File: src/hdl/assert_macros.svh
// assertion macros included by the top level rtl file
`ifndef ASSERT_MACROS_SVH
`define ASSERT_MACROS_SVH
`ifndef SYNTHESIS
// condition holds at every clock edge out of reset
`define ASSERT_AT(lbl, cond) \
	lbl: assert property (@(posedge clk) disable iff (!arst_n) (cond)) \
		else $error("assertion failed");
// consequent holds at the next clock edge after the antecedent
`define ASSERT_NEXT(lbl, ante, cons) \
	lbl: assert property (@(posedge clk) disable iff (!arst_n) (ante) |=> (cons)) \
		else $error("assertion failed");
`else
`define ASSERT_AT(lbl, cond)
`define ASSERT_NEXT(lbl, ante, cons)
`endif
`endif

File: src/hdl/mfrb_pkg.sv
// shared types and constants of the median filter
package mfrb_pkg;

	localparam int FW_W       = 11;
	localparam int HEIGHT_W   = 13;
	localparam int ROW_W      = 12;
	localparam int RAD_W      = 2;
	localparam int MAX_HEIGHT = 4096;
	localparam int OUT_DEPTH  = 8;
	localparam int PTR_W      = 3;
	localparam int CNT_W      = 4;

	typedef enum logic [1:0] {
		CFG_WIDTH  = 2'd0,
		CFG_HEIGHT = 2'd1,
		CFG_RADIUS = 2'd2
	} cfg_reg_t;

	// tag that travels with a window through the median pipeline
	typedef struct packed {
		logic valid;
		logic last;
	} med_meta_t;

endpackage

File: src/hdl/mfrb_median.sv
// rank based median of the window, three pipeline stages
module mfrb_median #(
	parameter int PIXEL_BITS = 8,
	parameter int MAX_RADIUS = 2
) (
	input  logic                    clk,
	input  logic                    arst_n,
	input  logic [PIXEL_BITS-1:0]   win [2*MAX_RADIUS+1][2*MAX_RADIUS+1],
	input  logic [mfrb_pkg::RAD_W-1:0] radius,
	input  mfrb_pkg::med_meta_t     meta_in,
	output mfrb_pkg::med_meta_t     meta_out,
	output logic [PIXEL_BITS-1:0]   pix_out
);

	localparam int WIN = 2 * MAX_RADIUS + 1;
	localparam int N   = WIN * WIN;
	localparam int RKW = $clog2(N + 1);
	localparam int SDW = $clog2(WIN + 1);

	logic [PIXEL_BITS-1:0] samp [N];
	logic [N-1:0]          act;
	logic [N-1:0]          lt   [N];
	logic [SDW-1:0]        side;
	logic [RKW-1:0]        half;

	logic [N-1:0]          lt_s1   [N];
	logic [PIXEL_BITS-1:0] samp_s1 [N];
	logic [N-1:0]          act_s1;
	logic [RKW-1:0]        half_s1;
	mfrb_pkg::med_meta_t   meta_s1;

	logic [RKW-1:0]        rank_s2 [N];
	logic [PIXEL_BITS-1:0] samp_s2 [N];
	logic [N-1:0]          act_s2;
	logic [RKW-1:0]        half_s2;
	mfrb_pkg::med_meta_t   meta_s2;

	logic [PIXEL_BITS-1:0] sel;
	logic [PIXEL_BITS-1:0] pix_s3;
	mfrb_pkg::med_meta_t   meta_s3;

	// flatten, mark active taps, pairwise compare with index tie break
	always_comb begin
		side = SDW'({1'b0, radius} * 2 + 1);
		half = RKW'(({{RKW{1'b0}}, side} * {{RKW{1'b0}}, side}) >> 1);
		for (int i = 0; i < N; i++) begin
			samp[i] = win[i / WIN][i % WIN];
			act[i]  = (SDW'(i / WIN) < side) && (SDW'(i % WIN) < side);
		end
		for (int i = 0; i < N; i++) begin
			for (int j = 0; j < N; j++) begin
				lt[i][j] = act[j] && ((samp[j] < samp[i]) || ((samp[j] == samp[i]) && (j < i)));
			end
		end
	end

	always_ff @(posedge clk) begin
		lt_s1   <= lt;
		samp_s1 <= samp;
		act_s1  <= act;
		half_s1 <= half;
		for (int i = 0; i < N; i++) begin
			rank_s2[i] <= RKW'($countones(lt_s1[i]));
		end
		samp_s2 <= samp_s1;
		act_s2  <= act_s1;
		half_s2 <= half_s1;
		pix_s3  <= sel;
	end

	always_ff @(posedge clk or negedge arst_n) begin
		if (!arst_n) begin
			meta_s1 <= '0;
			meta_s2 <= '0;
			meta_s3 <= '0;
		end else begin
			meta_s1 <= meta_in;
			meta_s2 <= meta_s1;
			meta_s3 <= meta_s2;
		end
	end

	// exactly one active tap holds the middle rank
	always_comb begin
		sel = '0;
		for (int i = 0; i < N; i++) begin
			if (act_s2[i] && (rank_s2[i] == half_s2)) begin
				sel = sel | samp_s2[i];
			end
		end
	end

	assign meta_out = meta_s3;
	assign pix_out  = pix_s3;

endmodule

File: config.mk
export PLATFORM = sky130hd
export DESIGN_NAME = mfrb_median
export DESIGN_NICKNAME = d
export VERILOG_FILES = /design/src/hdl/assert_macros.svh /design/src/hdl/mfrb_pkg.sv /design/src/hdl/mfrb_median.sv
export SDC_FILE = /design/constraint.sdc
export NUM_CORES = 2
export LEC_CHECK = 0
export BUFFER_PORTS_ARGS = -buffer_cell sky130_fd_sc_hd__buf_2
export CORE_ASPECT_RATIO = 1.5
export CORE_UTILIZATION = 59
export DETAILED_ROUTE_END_ITERATION = 7
export PLACE_DENSITY = 0.9
export SYNTH_ARGS = -nofsm -noshare
export SYNTH_HDL_FRONTEND = slang
export SYNTH_SLANG_ARGS = --single-unit
File: constraint.sdc
create_clock -name clk -period 4.4 [get_ports clk]
set_input_delay 0.44 -clock clk [delete_from_list [all_inputs] [get_ports clk]]
set_output_delay 0.44 -clock clk [all_outputs]
set_load 0.01 [all_outputs]
==> results of run 1 <==
==> metrics by stage <==
step                cells  hold slack [ps]  utilization
floorplan           10071              144            -
CTS                 13087             12.9        0.659
global placement    12811              257        0.632
detailed placement  12811              265        0.632
==> cell families after synthesis <==
family,Yosys count,synth area share
AND/OR/NAND/NOR,2162,0.126
buffers and inverters,1291,0.0503
XOR/XNOR,157,0.0141
AO/OA/AOI/OAI,2018,0.127
flip-flops,1153,0.233
adder cells (fa/ha/maj),3290,0.450
==> synthesized netlist by cell type (7+ instances only) <==
master	count	area, um^2
nor2_1	382	1430
a32oi_1	12	105
nand3_1	76	380
o21ai_0	533	2670
o22a_1	197	1730
a21oi_1	616	3080
nor2b_1	464	2900
buf_1	10	37.5
nand2_1	50	188
fa_1	465	9310
clkbuf_1	61	229
dfxtp_1	1147	23000
a22o_1	14	123
a211oi_1	18	135
and3_1	79	494
a221oi_1	13	114
o22ai_1	57	357
xnor2_1	77	674
o21a_1	251	1880
a22oi_1	38	285
a21o_1	229	1720
and4_1	28	245
xor2_1	77	674
and2_1	266	1660
nor3_1	21	105
o21bai_1	10	75.1
ha_1	2825	35300
o211a_1	7	70.1
nand4_1	540	3380
inv_1	1207	4530
nand2b_1	226	1410
==> layer usage <==
layer	global-route usage	GRT overflow
met2	0.800	6
met5	0.175	0
met1	0.647	0
met4	0.636	7
met3	0.476	1
==> timing repair <==
item	CTS
endpoints found under the hold margin	78
pin swaps	8
setup buffers	2
endpoints found under the setup margin	2
resized for setup	8
hold buffers	73
==> impl_metrics.tcl, run 1 <==
set metrics [dict create \
    ys_seq_elements 1153 \
    die_h_um 504 \
    chipWidth_um 337 \
    cts_made_buffers 108 \
    initial_core_util 0.593 \
    synth-edff-count 0 \
    synth.distinct_cells 58 \
    syn_nets 13567 \
    async_flop_share 0.00520 \
    rows 184 \
    io_pins 216 \
    clockBufferDepth 3 \
    cts_root_buffer "clkbuf_16" \
    portBuffers 215 \
    place.gp.congestion 1.16 \
    avgSynthCellArea_um2 9.85 \
    synth_cells 10071 \
    status "did not finish" \
    hpwl_um 355000 \
    ys.flop_type "dfxtp_1" \
    grt_pass1_vias 99270 \
    htreeDepth 3 \
    dpl-instance-area_um2 106000 \
    synth_area_um2 99200 \
    error_line "[ERROR GRT-0116] Global routing finished with congestion. Check the congestion regions in the DRC Viewer." \
    post-place-ws_ps -249 \
    yosys_warnings 0 \
    ys_seq_area_frac 0.233 \
    failing_step "global routing" \
    grt_usage 0.640 \
    overflow 14 \
    grt_max_degree 67 \
    grt_pass1_wl_um 761000 \
    clock-sinks 1153 \
]
==> inputs of run 2 (changes only) <==
CORE_ASPECT_RATIO = unset   (was 1.5)
CORE_UTILIZATION = 40   (was 59)
PLACE_DENSITY = unset   (was 0.9)
PLACE_DENSITY_LB_ADDON = 0.15   (was unset)
clock period = 5.7 ns   (was 4.4 ns; I/O delays follow)
==> impl_metrics.tcl, run 2 <==
set metrics [dict create \
    nets 14153 \
    postRouteAntennaNets 0 \
    cts_root_buffer "clkbuf_16" \
    vias_per_cell 6.09 \
    yosys.area.top_type "ha_1" \
    critPathRequiredTime_ps 6390 \
    setup_ws_ps 1030 \
    status "complete, no violations" \
    drc 0 \
    maxCapViolCount 0 \
    drive_gt1_frac 0.0697 \
    regMostFlops "lt_s1" \
    slew_viol_final 0 \
    die_area_um2 250000 \
    clkLatencyLatePin_ps 820 \
    synth_fa_ha_area_frac 0.450 \
    p_leak_nw 55.3 \
    ys_seq_area_frac 0.233 \
    yosysMostFrequentCell "ha_1" \
    coreArea_um2 246000 \
    period_share 0.820 \
    dp_cells 13788 \
    place.gp.congestion 1.01 \
    ys.flop_type "dfxtp_1" \
    synthTopCellsByCount "ha_1, inv_1, dfxtp_1, a21oi_1, nand4_1" \
    overflow 0 \
    ir_worst_vdd_uv 316 \
    crit_path_end_kind "flip-flop" \
    worstPathMaxFanout 2 \
    drt_iter0_drc 9704 \
    first_pass_iters 6 \
    avgSynthCellArea_um2 9.85 \
    async_flop_share 0.00520 \
    hold_viol_final 0 \
    final_cells 14101 \
    largest_register_ffs 600 \
    grt_pass1_vias 84367 \
    wl_per_cell_um 34.2 \
    htreeDepth 4 \
    drt-total-wl_um 482000 \
    yosys_warnings 0 \
    synthXorXnorAreaFrac 0.0141 \
    rows 182 \
    grt_max_degree 87 \
    grt_pass1_wl_um 654000 \
    synth-edff-count 0 \
    muxShareOfSynthArea 0 \
    finClkSkew_ps 47.2 \
    slew_headroom 0.106 \
    path_clk_slew_ps 60 \
    ys_seq_elements 1153 \
    grt_setup_unrepaired "false" \
    fin_util 0.451 \
    power.density_nw_per_um2 351 \
    synth_area_um2 99200 \
    clock-sinks 1153 \
    setup-tns-final_ps 0 \
    cts_tree "built" \
    cts_made_buffers 134 \
    vias 85843 \
    chipWidth_um 500 \
    synth_top_family_by_area "adder cells" \
    fmax_mhz 214 \
    syn_to_final_growth_pct 12.1 \
    cts_setup_buffers 0 \
    fin_crit_ps 4670 \
    clockBufferDepth 3 \
    syn_nets 13567 \
    synth.distinct_cells 58 \
    layout_commonest_cell "ha_1" \
    reg_top3 "lt_s1 (600), samp_s1 (200), samp_s2 (200)" \
    worstPathArrival_ps 5370 \
    critical_path_class "reg -> reg" \
    yosys.area_share.simple 0.126 \
    hold_class "in -> reg" \
    setup_viol_count_final 0 \
    synth_area_leaders "ha_1, dfxtp_1, fa_1" \
    worstMarginPinSlew_ps 1340 \
    crit_path_start_kind "flip-flop" \
    post-place-ws_ps 1040 \
    io_pins 216 \
    netlist.area_leader.share 0.356 \
    antenna_found_initial 87 \
    initial_core_util 0.403 \
    synth-compound-area-share 0.127 \
    synth_cells 10071 \
    portBuffers 215 \
    grt_usage 0.378 \
    layout_common_cells "ha_1, inv_1, dfxtp_1, a21oi_1, nand4_1" \
    hpwl_um 363000 \
    die_h_um 500 \
]
## run 2: routing by layer
layer  up-vias  track usage  routed length [um]
met4        22        0.256               38800
met3      1435       0.0803               46800
met1     42362        0.487              195000
met2      4863        0.567              201000
li1      37161            -                   -
met5         -            0                 153
## run 2: power by group
part	internal, mW	leakage, nW	switching, mW
logic	8.20	43.4	11.8
registers	9.44	9.68	0.532
clock network	5.00	2.16	4.00
total	22.6	55.3	16.4
## run 2: repair_timing
| action | CTS | global route |
|---|---|---|
| hold endpoints to repair | 50 | 0 |
| hold buffers | 45 | 0 |
| gates resized for setup | 0 | 0 |
## run 2: worst max-delay path, cell delays in order (launching register included)
cell and delay (ps):
dfxtp_1 320, fa_1 500, ha_1 220, ha_1 290, inv_1 60, fa_1 530, inv_1 50, fa_1 510
fa_1 530, fa_1 580, inv_1 80, fa_1 480, inv_1 90, a21o_1 120, a21oi_1 80, xor2_1 140
## run 2: metrics by stage
stage / hold slack [ps] / power [mW] / instance area, um^2
2_1_floorplan: 274 / 23.2 / 99200
3_3_place_gp: 310 / 29.1 / 106000
3_5_place_dp: 312 / 29.7 / 106000
4_1_cts: 3.64 / 38.8 / 111000
5_1_grt: 0.332 / 42.0 / 111000
6_report: 28.1 / 39.0 / 111000
## run 2: worst paths after layout
| check | from | endpoint | slack (ps) | cells past startpoint |
|---|---|---|---|---|
| max | lt_s1[375] | rank_s2[0][49] | 1030 | 15 |
| min | win[28] | samp_s1[28] | 30 | 1 |
| max reg2reg | lt_s1[375] | rank_s2[0][49] | 1030 | 15 |
| min reg2reg | samp_s1[2] | samp_s2[2] | 310 | 0 |
| max in group asynchronous | arst_n | meta_s1[1] | 5450 | 2 |
| min in group asynchronous | arst_n | meta_s2[1] | 110 | 2 |
## run 2: layout make-up
| class | count | area [um^2] |
|---|---|---|
| fill | 23448 | 135000 |
| multi-input combinational | 7627 | 71200 |
| sequential | 1153 | 23100 |
| inverter | 1207 | 4540 |
| tap | 3312 | 4140 |
| timing repair buffer | 534 | 3680 |
| clock buffer | 172 | 3660 |
| clock inverter | 69 | 857 |
| antenna | 27 | 67.6 |
## run 2: kinds of logic after synthesis
group	Yosys count
fa+ha+maj	3290
simple gates	2162
compound gates	2018
buf+inv	1291
flops	1153
xor+xnor	157
Note: power is estimated with default switching activity, not from simulation.
